$ cat src/rtl/acsr_pkg.sv
// acsr_pkg: shared types and constants of the contrast stretch recolour block.
// No dependencies; imported by every module of the block.
package acsr_pkg;

	localparam int CHANNEL_BITS = 8;
	localparam logic [CHANNEL_BITS-1:0] CHAN_MAX = {CHANNEL_BITS{1'b1}};
	localparam logic [CHANNEL_BITS-1:0] CHAN_HALF = CHAN_MAX >> 1;

	// serial units retire one bit per cycle
	localparam int STEPS  = CHANNEL_BITS;
	localparam int CNT_W  = $clog2(STEPS);
	localparam int PROD_W = 2 * CHANNEL_BITS;
	localparam int NUM_W  = 2 * CHANNEL_BITS + 1;
	localparam int DEN_W  = CHANNEL_BITS + 1;

	localparam int CFG_IDX_W = 2;
	localparam logic [CFG_IDX_W-1:0] REG_TINT_RED   = 2'd0;
	localparam logic [CFG_IDX_W-1:0] REG_TINT_GREEN = 2'd1;
	localparam logic [CFG_IDX_W-1:0] REG_TINT_BLUE  = 2'd2;

	localparam logic CMD_MEASURE = 1'b0;
	localparam logic CMD_RECOLOR = 1'b1;

	typedef struct packed {
		logic       cmd;
		logic       frame_start;
		logic [7:0] pix_red;
		logic [7:0] pix_green;
		logic [7:0] pix_blue;
		logic [7:0] pix_alpha;
	} pixel_t;

	typedef struct packed {
		logic [7:0] out_red;
		logic [7:0] out_green;
		logic [7:0] out_blue;
		logic [7:0] out_alpha;
	} result_t;

	typedef enum logic [5:0] {
		ST_IDLE = 6'b000001,
		ST_MUL  = 6'b000010,
		ST_DIV1 = 6'b000100,
		ST_PREP = 6'b001000,
		ST_DIV2 = 6'b010000,
		ST_OUT  = 6'b100000
	} state_t;

endpackage

$ cat src/rtl/acsr_mul.sv
// acsr_mul: bit-serial shift-add multiplier, one multiplier bit per cycle.
// Depends on acsr_pkg.
module acsr_mul (
	input  logic                               clk,
	input  logic                               arst_n,
	input  logic                               start,
	input  logic [acsr_pkg::CHANNEL_BITS-1:0]  op_a,
	input  logic [acsr_pkg::CHANNEL_BITS-1:0]  op_b,
	output logic                               done,
	output logic [acsr_pkg::PROD_W-1:0]        product
);
	import acsr_pkg::*;

	logic                    busy_q;
	logic                    done_q;
	logic [CNT_W-1:0]        cnt_q;
	logic [PROD_W-1:0]       acc_q;
	logic [PROD_W-1:0]       mcand_q;
	logic [CHANNEL_BITS-1:0] mplier_q;

	always_ff @(posedge clk or negedge arst_n) begin
		if (!arst_n) begin
			busy_q <= 1'b0;
			done_q <= 1'b0;
			cnt_q  <= '0;
		end else begin
			done_q <= 1'b0;
			if (start) begin
				busy_q <= 1'b1;
				cnt_q  <= '0;
			end else if (busy_q) begin
				cnt_q <= cnt_q + 1'b1;
				if (cnt_q == CNT_W'(STEPS - 1)) begin
					busy_q <= 1'b0;
					done_q <= 1'b1;
				end
			end
		end
	end

	always_ff @(posedge clk) begin
		if (start) begin
			acc_q    <= '0;
			mcand_q  <= PROD_W'(op_a);
			mplier_q <= op_b;
		end else if (busy_q) begin
			if (mplier_q[0])
				acc_q <= acc_q + mcand_q;
			mcand_q  <= mcand_q << 1;
			mplier_q <= mplier_q >> 1;
		end
	end

	assign done    = done_q;
	assign product = acc_q;

endmodule

$ cat src/rtl/acsr_div.sv
// acsr_div: restoring divider, one quotient bit per cycle, quotient known to fit.
// Depends on acsr_pkg.
module acsr_div (
	input  logic                               clk,
	input  logic                               arst_n,
	input  logic                               start,
	input  logic [acsr_pkg::NUM_W-1:0]         numer,
	input  logic [acsr_pkg::DEN_W-1:0]         denom,
	output logic                               done,
	output logic [acsr_pkg::CHANNEL_BITS-1:0]  quot
);
	import acsr_pkg::*;

	localparam int DSH_W = DEN_W + STEPS - 1;

	logic                    busy_q;
	logic                    done_q;
	logic [CNT_W-1:0]        cnt_q;
	logic [NUM_W-1:0]        rem_q;
	logic [DSH_W-1:0]        dsh_q;
	logic [CHANNEL_BITS-1:0] quot_q;
	logic                    ge;

	// divisor is pre-shifted to the top quotient weight and walks down
	assign ge = rem_q >= NUM_W'(dsh_q);

	always_ff @(posedge clk or negedge arst_n) begin
		if (!arst_n) begin
			busy_q <= 1'b0;
			done_q <= 1'b0;
			cnt_q  <= '0;
		end else begin
			done_q <= 1'b0;
			if (start) begin
				busy_q <= 1'b1;
				cnt_q  <= '0;
			end else if (busy_q) begin
				cnt_q <= cnt_q + 1'b1;
				if (cnt_q == CNT_W'(STEPS - 1)) begin
					busy_q <= 1'b0;
					done_q <= 1'b1;
				end
			end
		end
	end

	always_ff @(posedge clk) begin
		if (start) begin
			rem_q  <= numer;
			dsh_q  <= {denom, {(STEPS-1){1'b0}}};
			quot_q <= '0;
		end else if (busy_q) begin
			if (ge)
				rem_q <= rem_q - NUM_W'(dsh_q);
			dsh_q  <= dsh_q >> 1;
			quot_q <= {quot_q[CHANNEL_BITS-2:0], ge};
		end
	end

	assign done = done_q;
	assign quot = quot_q;

endmodule

$ cat src/rtl/alpha_contrast_stretch_recolor_core.sv
// Min-max contrast stretch with recolour. Pixels arrive as requests on the pixel
// channel; a measure request (cmd 0) folds the pixel's darkness into the running
// minimum and maximum and yields nothing, a recolour request (cmd 1) yields one
// result request carrying the tint colour and the stretched darkness as alpha.
// One pixel is in flight at a time: a measure pixel occupies the block through the
// bit-serial multiplier, one pass of the shared bit-serial divider and the fold into
// the range; a recolour pixel through the multiplier, up to two divider passes, the
// range checks and the load of the output register. A recolour pixel whose alpha is
// fixed by the range checks skips the second pass. The finished result sits in an output
// register, so the next pixel is taken while it waits; a new result is held back
// only if the previous one has still not been taken. Tint registers are written
// via the cfg channel, which is always ready. No memories, no clearing pass.
module alpha_contrast_stretch_recolor_core (
	input  logic                          clk,
	input  logic                          arst_n,
	input  logic                          pixel_valid,
	output logic                          pixel_stall,
	input  acsr_pkg::pixel_t              pixel,
	output logic                          result_valid,
	input  logic                          result_stall,
	output acsr_pkg::result_t             result,
	input  logic                          cfg_valid,
	output logic                          cfg_ready,
	input  logic [acsr_pkg::CFG_IDX_W-1:0] cfg_index,
	input  logic [7:0]                    cfg_data
);
	import acsr_pkg::*;

	state_t                  state_q;
	logic [7:0]              tint_red_q, tint_green_q, tint_blue_q;
	logic [CHANNEL_BITS-1:0] min_q, max_q;
	logic                    cmd_q, fs_q;
	logic [CHANNEL_BITS-1:0] v_q;
	logic [CHANNEL_BITS-1:0] alpha_q;
	logic                    res_vld_q;
	result_t                 res_q;

	logic                    accept;
	logic [CHANNEL_BITS-1:0] chan_max, inv_max;
	logic                    mul_done;
	logic [PROD_W-1:0]       prod;
	logic                    div_start, div_done;
	logic [NUM_W-1:0]        div_num;
	logic [DEN_W-1:0]        div_den;
	logic [CHANNEL_BITS-1:0] quot;
	logic [CHANNEL_BITS-1:0] rng, diff, base_min, base_max;
	logic [NUM_W-1:0]        str_num;
	logic                    empty_rng, below, above, res_load;

	assign accept      = pixel_valid && !pixel_stall;
	assign pixel_stall = (state_q != ST_IDLE);
	assign cfg_ready   = 1'b1;

	// darkness numerator: (M - max(r,g,b)) * alpha
	always_comb begin
		chan_max = pixel.pix_red;
		if (pixel.pix_green > chan_max)
			chan_max = pixel.pix_green;
		if (pixel.pix_blue > chan_max)
			chan_max = pixel.pix_blue;
		inv_max = CHAN_MAX - chan_max;
	end

	acsr_mul u_mul (
		.clk     (clk),
		.arst_n  (arst_n),
		.start   (accept),
		.op_a    (inv_max),
		.op_b    (pixel.pix_alpha),
		.done    (mul_done),
		.product (prod)
	);

	// stretch operands: q = (2*(v-min)*M + rng) / (2*rng); d*M = (d << N) - d
	assign rng       = max_q - min_q;
	assign diff      = v_q - min_q;
	assign str_num   = NUM_W'({({diff, {CHANNEL_BITS{1'b0}}} - PROD_W'(diff)), 1'b0})
	                 + NUM_W'(rng);
	assign empty_rng = (max_q <= min_q);
	assign below     = (v_q <= min_q);
	assign above     = (v_q >= max_q);

	// one divider, two uses: darkness rounding then stretch
	always_comb begin
		div_start = 1'b0;
		div_num   = str_num;
		div_den   = {rng, 1'b0};
		if (state_q == ST_MUL) begin
			div_start = mul_done;
			div_num   = NUM_W'(prod) + NUM_W'(CHAN_HALF);
			div_den   = DEN_W'(CHAN_MAX);
		end else if (state_q == ST_PREP) begin
			div_start = (cmd_q == CMD_RECOLOR) && !empty_rng && !below && !above;
		end
	end

	acsr_div u_div (
		.clk    (clk),
		.arst_n (arst_n),
		.start  (div_start),
		.numer  (div_num),
		.denom  (div_den),
		.done   (div_done),
		.quot   (quot)
	);

	assign base_min = fs_q ? CHAN_MAX : min_q;
	assign base_max = fs_q ? '0 : max_q;
	assign res_load = (state_q == ST_OUT) && (!res_vld_q || !result_stall);

	always_ff @(posedge clk or negedge arst_n) begin
		if (!arst_n) begin
			state_q <= ST_IDLE;
			min_q   <= CHAN_MAX;
			max_q   <= '0;
		end else begin
			unique case (state_q)
				ST_IDLE: begin
					if (accept)
						state_q <= ST_MUL;
				end
				ST_MUL: begin
					if (mul_done)
						state_q <= ST_DIV1;
				end
				ST_DIV1: begin
					if (div_done)
						state_q <= ST_PREP;
				end
				ST_PREP: begin
					if (cmd_q == CMD_MEASURE) begin
						// frame start reopens the range before this pixel is folded in
						min_q   <= (v_q < base_min) ? v_q : base_min;
						max_q   <= (v_q > base_max) ? v_q : base_max;
						state_q <= ST_IDLE;
					end else if (div_start) begin
						state_q <= ST_DIV2;
					end else begin
						state_q <= ST_OUT;
					end
				end
				ST_DIV2: begin
					if (div_done)
						state_q <= ST_OUT;
				end
				ST_OUT: begin
					if (res_load)
						state_q <= ST_IDLE;
				end
				default: state_q <= ST_IDLE;
			endcase
		end
	end

	always_ff @(posedge clk) begin
		if (accept) begin
			cmd_q <= pixel.cmd;
			fs_q  <= pixel.frame_start;
		end
		if (state_q == ST_DIV1 && div_done)
			v_q <= quot;
		if (state_q == ST_PREP) begin
			// empty range or at/below min gives 0, at/above max saturates
			priority if (empty_rng || below)
				alpha_q <= '0;
			else if (above)
				alpha_q <= CHAN_MAX;
			else
				alpha_q <= alpha_q;
		end
		if (state_q == ST_DIV2 && div_done)
			alpha_q <= quot;
		if (res_load)
			res_q <= '{out_red: tint_red_q, out_green: tint_green_q,
			           out_blue: tint_blue_q, out_alpha: 8'(alpha_q)};
	end

	// output register: free once taken, refilled from the finishing pixel
	always_ff @(posedge clk or negedge arst_n) begin
		if (!arst_n) begin
			res_vld_q <= 1'b0;
		end else if (res_load) begin
			res_vld_q <= 1'b1;
		end else if (!result_stall) begin
			res_vld_q <= 1'b0;
		end
	end

	always_ff @(posedge clk or negedge arst_n) begin
		if (!arst_n) begin
			tint_red_q   <= '0;
			tint_green_q <= '0;
			tint_blue_q  <= '0;
		end else if (cfg_valid && cfg_ready) begin
			unique case (cfg_index)
				REG_TINT_RED:   tint_red_q   <= cfg_data;
				REG_TINT_GREEN: tint_green_q <= cfg_data;
				REG_TINT_BLUE:  tint_blue_q  <= cfg_data;
				default: ;
			endcase
		end
	end

	assign result_valid = res_vld_q;
	assign result       = res_q;

endmodule

$ cat config.mk
export PLATFORM = sky130hd
export DESIGN_NAME = alpha_contrast_stretch_recolor_core
export DESIGN_NICKNAME = d
export VERILOG_FILES = /design/src/rtl/acsr_pkg.sv /design/src/rtl/acsr_mul.sv /design/src/rtl/acsr_div.sv /design/src/rtl/alpha_contrast_stretch_recolor_core.sv
export SDC_FILE = /design/constraint.sdc
export NUM_CORES = 1
export LEC_CHECK = 0
export CORE_UTILIZATION = 28
export DETAILED_ROUTE_END_ITERATION = 8
export DONT_BUFFER_PORTS = 1
export GPL_ROUTABILITY_DRIVEN = 0
export HOLD_SLACK_MARGIN = 0.05
export PLACE_DENSITY_LB_ADDON = 0.2
export SKIP_CTS_REPAIR_TIMING = 1
export SLEW_MARGIN = 20
export SYNTH_ARGS = -nofsm -noshare
export SYNTH_HDL_FRONTEND = slang
export SYNTH_SLANG_ARGS = --single-unit
$ cat constraint.sdc
create_clock -name clk -period 3.5 [get_ports clk]
set_input_delay 0.175 -clock clk [delete_from_list [all_inputs] [get_ports clk]]
set_output_delay 0.175 -clock clk [all_outputs]
set_load 0.005 [all_outputs]
After elaboration in Yosys (flattened, before gate mapping)
Index checks and enable logic that the tools add are counted.
{"block": "op_classes", "n_lt_le_gt_ge": 8, "bitwise": 1, "mux": 49, "n_eq_ne": 17, "add_sub_neg": 10, "n_reduce_logical": 29}
{"op": "8-bit two-way mux", "n": 14}
{"op": "17-bit two-way mux", "n": 4}
{"op": "6-bit two-way mux", "n": 7}
{"op": "6-bit case mux with 6 select lines", "n": 1}
{"op": "16-bit two-way mux", "n": 2}
{"op": "8-bit > comparator", "n": 3}
{"op": "16-bit by 7-bit adder with 17-bit output, second input constant", "n": 1}
{"op": "17-bit by 8-bit adder with 17-bit output", "n": 1}
{"op": "17-bit by 16-bit greater-or-equal comparator with 1-bit output", "n": 1}
{"op": "17-bit by 16-bit subtractor with 17-bit output", "n": 1}
{"op": "16-bit adder", "n": 1}
{"op": "8-bit less-or-equal comparator", "n": 2}
{"op": "1-bit two-way mux", "n": 16}
{"op": "16-bit by 8-bit subtractor with 16-bit output", "n": 1}
{"op": "8-bit subtractor", "n": 2}
{"op": "2-bit AND reduction", "n": 7}
{"op": "3-bit two-way mux", "n": 4}
{"op": "9-bit two-way mux", "n": 1}
{"op": "8-bit greater-or-equal comparator", "n": 1}
{"op": "8-bit < comparator", "n": 1}
{"op": "2-bit by 1-bit != test with 1-bit output, second input constant", "n": 4}
{"op": "2-bit nonzero test", "n": 4}
{"op": "8-bit subtractor, first input constant", "n": 1}
{"op": "1-bit logical AND", "n": 7}
{"op": "18 further kinds", "n": 27}
{"block": "word_totals", "word_cells": 143, "in_bits": 49, "register_bits": 188}

Longest topological paths before layout
{"block": "logic_depth", "depth_word": 10, "mapped_depth": 18, "mapped_depth_nobuf": 18}

Modules after synthesis
From an unflattened synthesis, not the netlist that was laid out.
{"block": "hier_totals", "cells_unflattened": 1168, "hier_area_um2": 11796.3}
{"mod": "alpha_contrast_stretch_recolor_core", "cells_each": 628, "instances": 1, "seq_area_each_um2": 2688.8, "area_per_inst_um2": 6560.0}
{"mod": "acsr_div", "cells_each": 301, "instances": 1, "seq_area_each_um2": 1206.2, "area_per_inst_um2": 2800.2}
{"mod": "acsr_mul", "cells_each": 239, "instances": 1, "seq_area_each_um2": 1086.0, "area_per_inst_um2": 2436.1}

Worst setup path after synthesis
Ideal clock, no wire load.
{"block": "synth_path", "path_type": "register to register", "start": "register min_q[0]", "end": "register u_div.rem_q[15] (data pin)", "slack_ns": -0.328, "arrival_time_ns": 3.676, "path_stages_with_launch": 16, "cell_sequence": "dfstp_2 ha_1 inv_1 fa_1 a21o_1 a21oi_1 mux2i_1 and3_1 nor2_1 ha_1 a21oi_1 nor2b_1 o21ai_0 o31a_1 or3_1 a31oi_1"}
{"block": "synth_between", "elab_chain_cells": 8, "elab_cells_between_ends": 15}
{"item": "start, declared", "line_no": "alpha_contrast_stretch_recolor_core.sv:31", "source": "logic [CHANNEL_BITS-1:0] min_q, max_q;"}
{"item": "start signal, assigned", "line_no": "alpha_contrast_stretch_recolor_core.sv:133", "source": "min_q <= (v_q < base_min) ? v_q : base_min;"}
{"item": "parallel branches: the longest is 7 deep, another holds 17-bit by 8-bit adder with 17-bit output"}
{"item": "17-bit two-way mux *", "line_no": "acsr_div.sv:48", "source": "if (start) begin"}
{"item": "end signal, assigned", "line_no": "acsr_div.sv:49", "source": "rem_q <= numer;"}
{"item": "end signal, assigned", "line_no": "acsr_div.sv:54", "source": "rem_q <= rem_q - NUM_W'(dsh_q);"}
{"item": "end, declared", "line_no": "acsr_div.sv:19", "source": "logic [NUM_W-1:0] rem_q;"}
Every way passes the cells marked *.
A chain may end at the register's enable or synchronous reset.

Worst setup path after layout
{"block": "layout_path", "start": "register min_q[1]", "end": "register u_div.rem_q[15] (data pin)"}
The elaborated chain is that of the path after synthesis.

==> flow_results.org <==
** Floorplan
- From left edge to right edge, the die measures 206 um.
- The die covers 42400 um^2.
- The initial utilization of the core area, before any placement, comes to 28.5%.
- The floorplan step set the die height to 206 um.
- During I/O placement, the number of pins put on the boundary was 84.
- Number of core rows :: 74
- After floorplanning, the core was sized to cover 40900 um^2.

** Layout
- Core occupancy in the finished layout :: 35.1%
- Count of nets after finishing :: 1459
- For this run, the number of standard cells in the final layout without fillers is 1849.
- Layout cells sized above 1 :: 21.1%
- The finished cells cover 14400 um^2.
- 0 antenna diodes ended up in the layout.
- The area growth from synthesis to layout is 23.3%.

** STA
- Setup total negative slack on the finished layout was measured at -1090 ps.
- Worst slew margin :: 33.2%
- Number of hold-slack violations in the final timing report :: 0
- Maximum operating frequency :: 267 MHz
- Endpoints failing setup :: 9
- Shortest clock period the worst path allows after layout :: 3740 ps
- Setup clock skew after layout :: 26.0 ps
- Unrepaired setup endpoints after global routing :: yes
- Worst Max-Slew Pin Slew :: 1000 ps
- Portion of the clock cycle consumed by the worst path in the final layout :: 107%
- Worst Slack Setup Final :: -240 ps
- Slew Viols, Final :: 0
- Hold is met by 81.3 ps.

** Yosys
- The number of nets in the synthesized netlist is 1331.
- #FFs+latches synth :: 188
- Averaged over all synthesized cells, the footprint is 9.91 um^2.
- In the synthesized netlist the async set-or-reset flop fraction comes to 30.3%.
- The synthesized netlist contains 77 unique library cells.
- For this run, the leading register cell type out of synthesis is sky130_fd_sc_hd__edfxtp_1.
- Leading area contributor after synthesis :: sky130_fd_sc_hd__edfxtp_1
- Netlist area before placement :: 11700 um^2
- Counting every instance in the synthesized netlist gives 1176.
- EDFF count, synth :: 92
- In the post-synthesis netlist, the biggest area contributors are sky130_fd_sc_hd__edfxtp_1 (24%), sky130_fd_sc_hd__ha_1 (11%), sky130_fd_sc_hd__dfrtp_1 (10%).
- For this run, the register share of the synthesized area comes to 42.8%.
- Area fraction of the dominant cell type after synthesis :: 23.7%
- Number of synthesis warnings :: 0

** Detailed routing
- After detailed routing, the average wire length per cell comes to 15.9 um.
- Once detail routing completed, the nets flagged for antenna violations numbered 0.
- Total via count after detailed routing :: 8912
- Routed WL :: 29400 um
- For this run, design rule violations remaining after detail routing come to 0.
- Before antenna repair, the detailed router went through 7 iterations.
- Avg Vias per Cell :: 4.82
- After the first detailed-routing iteration, the DRC count stood at 385.

** Clock tree
- Clock-pin slew was measured on the worst setup and hold paths at 80 ps.
- Buffer cell driving the clock tree root :: sky130_fd_sc_hd__clkbuf_16
- Clock latency reported for the late side of the worst-skew pair :: 460 ps
- TritonCTS built the clock tree.
- Max Root-Sink Buffers :: 2
- Clock tree synthesis inserted a total of 17 buffers.
- The tree built by TritonCTS fans out to 188 sinks.
- CTS built an H-tree with a depth of 4.

** Placement
- Worst-case setup slack after placement :: -295 ps
- Placed standard-cell area :: 13100 um^2
- Including well taps, the total number of placed cells is 1780.
- Half-perimeter wire length after placement :: 22400 um
- Port buffering added 0 buffers.

** Power
- For this design the ratio of total power to cell area is 599 nW/um^2.
- Worst IR drop on VDD :: 0.271 mV
- Summing internal, switching and leakage power gives 8.60 mW.
- Net switching is 37.0% of the power.
- Of the total power, the clock network draws 22.5%.
- The internal portion of the total power is 5.42 mW.
- The analysis attributes to cell leakage a power of 6.09 nW.
- Sequential share of power :: 38.9%
- Switching power of the nets :: 3.19 mW
- Per report_power, the combinational group accounts for 38.5% of the total.

** Worst setup path
- At the worst endpoint, the required time is 3800 ps.
- CP Max Fanout :: 5
- Type of origin of the critical path :: register
- Data arrival, critical path :: 4040 ps
- For the worst flop-to-flop path, the logic depth is 16.
- Reg2reg start :: min_q[1]$_DFFE_PN1P_
- The endpoint identified for the worst register-to-register timing path is u_div.rem_q[15]$_DFFE_PP_.
- Tracing the worst setup path back leads to its startpoint at min_q[1]$_DFFE_PN1P_.
- The worst setup path is captured at a register.
- Timing endpoint of the critical path :: u_div.rem_q[15]$_DFFE_PP_
- By startpoint and endpoint, the worst setup path is classified as register to register.
- R2R Setup Slk :: -240 ps

** GRT
- Entering global routing, the biggest net connects 58 pins.
- Across every metal layer, demand over resource in global routing totals 14.0%.
- The number of global-route vias before repair is 8655.
- Number of antenna violations at the first check in global routing :: 0
- Global-route wire length before repair :: 46400 um
- Summed over all layers, the global routing overflow is 0.

** Run
- Max Cap Violations :: 0

** Min path
- Worst Hold Class :: input pin to register
- The worst hold path begins at cfg_index[0].

** Run status
- Violated checks :: negative setup slack
- Result of the run :: finished, violations left
how the worst min path moves through the flow:
stage | end | slack, ps | depth (start not counted)
finish | tint_red_q[7]$_DFFE_PN0P_ | 80 | 2
global route | tint_red_q[7]$_DFFE_PN0P_ | 80 | 2
CTS | u_mul.cnt_q[0]$_DFFE_PN0P_ | -610 | 0
detailed placement | max_q[5]$_DFFE_PN0P_ | -120 | 0
global placement | max_q[5]$_DFFE_PN0P_ | -120 | 0
floorplan | max_q[0]$_DFFE_PN0P_ | -120 | 0
state kept, by name, summed over array words and instances, names as in the netlist, 3 cells and up:
| name | flops |
|---|---|
| result | 32 |
| u_div.rem_q | 17 |
| u_div.dsh_q | 16 |
| u_mul.mcand_q | 16 |
| u_mul.product | 16 |
| alpha_q | 8 |
| max_q | 8 |
| min_q | 8 |
| tint_blue_q | 8 |
| tint_green_q | 8 |
| tint_red_q | 8 |
| u_div.quot | 8 |
| u_mul.mplier_q | 8 |
| v_q | 8 |
| state_q | 6 |
| u_div.cnt_q | 3 |
| u_mul.cnt_q | 3 |
cell type report:
type	count	area, um^2
clock buffers	18	439
repair buffers	147	1280
flip-flops and latches	188	4980
fillers	4140	26600
inverters	70	267
well taps	532	666
multi-input cells	880	6590
clock inverters	14	149
cells in the mapped netlist, drive strengths merged (14+ instances only):
master,count
nor2,91
a31oi,14
edfxtp,92
a21oi,80
nand3,38
clkbuf,29
inv,69
a211oi,14
o21ai,42
xnor2,49
a21o,16
dfrtp,48
mux2,34
nor3,14
nand4,14
mux2i,37
dfxtp,39
nand2b,22
ha,101
xor2,18
nand2,123
cells in the final DEF (no fill, tap or decap), types with 11 or more instances in the layout:
cell,count
sky130_fd_sc_hd__nand4_1,14
sky130_fd_sc_hd__and3_1,12
sky130_fd_sc_hd__dfxtp_1,39
sky130_fd_sc_hd__a31oi_1,13
sky130_fd_sc_hd__nor2_1,88
sky130_fd_sc_hd__nor3_1,13
sky130_fd_sc_hd__nand3_1,36
sky130_fd_sc_hd__inv_1,64
sky130_fd_sc_hd__clkbuf_16,18
sky130_fd_sc_hd__buf_4,108
sky130_fd_sc_hd__o31ai_1,11
sky130_fd_sc_hd__mux2i_1,36
sky130_fd_sc_hd__nand2b_1,22
sky130_fd_sc_hd__nand2_1,123
sky130_fd_sc_hd__ha_1,95
sky130_fd_sc_hd__a21o_1,15
sky130_fd_sc_hd__mux2_2,33
sky130_fd_sc_hd__or2_2,11
sky130_fd_sc_hd__o21ai_0,34
sky130_fd_sc_hd__dlygate4sd3_1,28
sky130_fd_sc_hd__xnor2_1,40
sky130_fd_sc_hd__dfrtp_1,48
sky130_fd_sc_hd__edfxtp_1,92
sky130_fd_sc_hd__xor2_1,15
sky130_fd_sc_hd__nor2b_1,12
sky130_fd_sc_hd__a21oi_1,71
cells by family (layout without fill, tap and decap cells):
family / after synthesis / count (layout) / share of synthesized area, %
AO/OA/AOI/OAI: 253 / 253 / 14.2
XOR/XNOR: 67 / 67 / 5.33
adder cells (fa/ha/maj): 106 / 106 / 11.7
buffers and inverters: 108 / 249 / 3.68
flip-flops: 188 / 188 / 42.8
multiplexers: 71 / 71 / 6.50
other: 1 / 1 / 0.0322
AND/OR/NAND/NOR: 382 / 382 / 15.8
power groups by stage:
stage | Sequential [mW] | Combinational [mW] | Clock [mW]
after detailed placement | 3.40 | 3.26 | 0
final | 3.35 | 3.32 | 1.94
after global placement | 3.39 | 3.24 | 0
after global routing | 3.41 | 3.77 | 2.09
after floorplan | 3.23 | 2.59 | 0
after CTS | 3.35 | 3.27 | 2.00
worst max-delay path, stage by stage (launching register included):
cell and delay, ps:
sky130_fd_sc_hd__dfstp_2 560, sky130_fd_sc_hd__clkinvlp_4 160, sky130_fd_sc_hd__fa_2 530, sky130_fd_sc_hd__inv_2 90, sky130_fd_sc_hd__ha_4 150, sky130_fd_sc_hd__nand3_2 70, sky130_fd_sc_hd__mux2_4 310, sky130_fd_sc_hd__xor2_1 170
sky130_fd_sc_hd__ha_1 320, sky130_fd_sc_hd__inv_2 50, sky130_fd_sc_hd__o21bai_4 150, sky130_fd_sc_hd__a21oi_4 80, sky130_fd_sc_hd__nor2b_2 120, sky130_fd_sc_hd__o21ai_1 80, sky130_fd_sc_hd__o31a_1 250, sky130_fd_sc_hd__or3_1 320
sky130_fd_sc_hd__a31oi_1 190
per-layer routing:
metal | global-route usage [%] | up-vias | part of all wire, %
li1 | - | 4507 | -
met1 | 18.5 | 4272 | 48
met2 | 23.1 | 117 | 48
met3 | 2.90 | 16 | 3.3
met4 | 3.73 | 0 | 0.88
met5 | 0 | - | 0
Power figures use the tool's default switching activity.
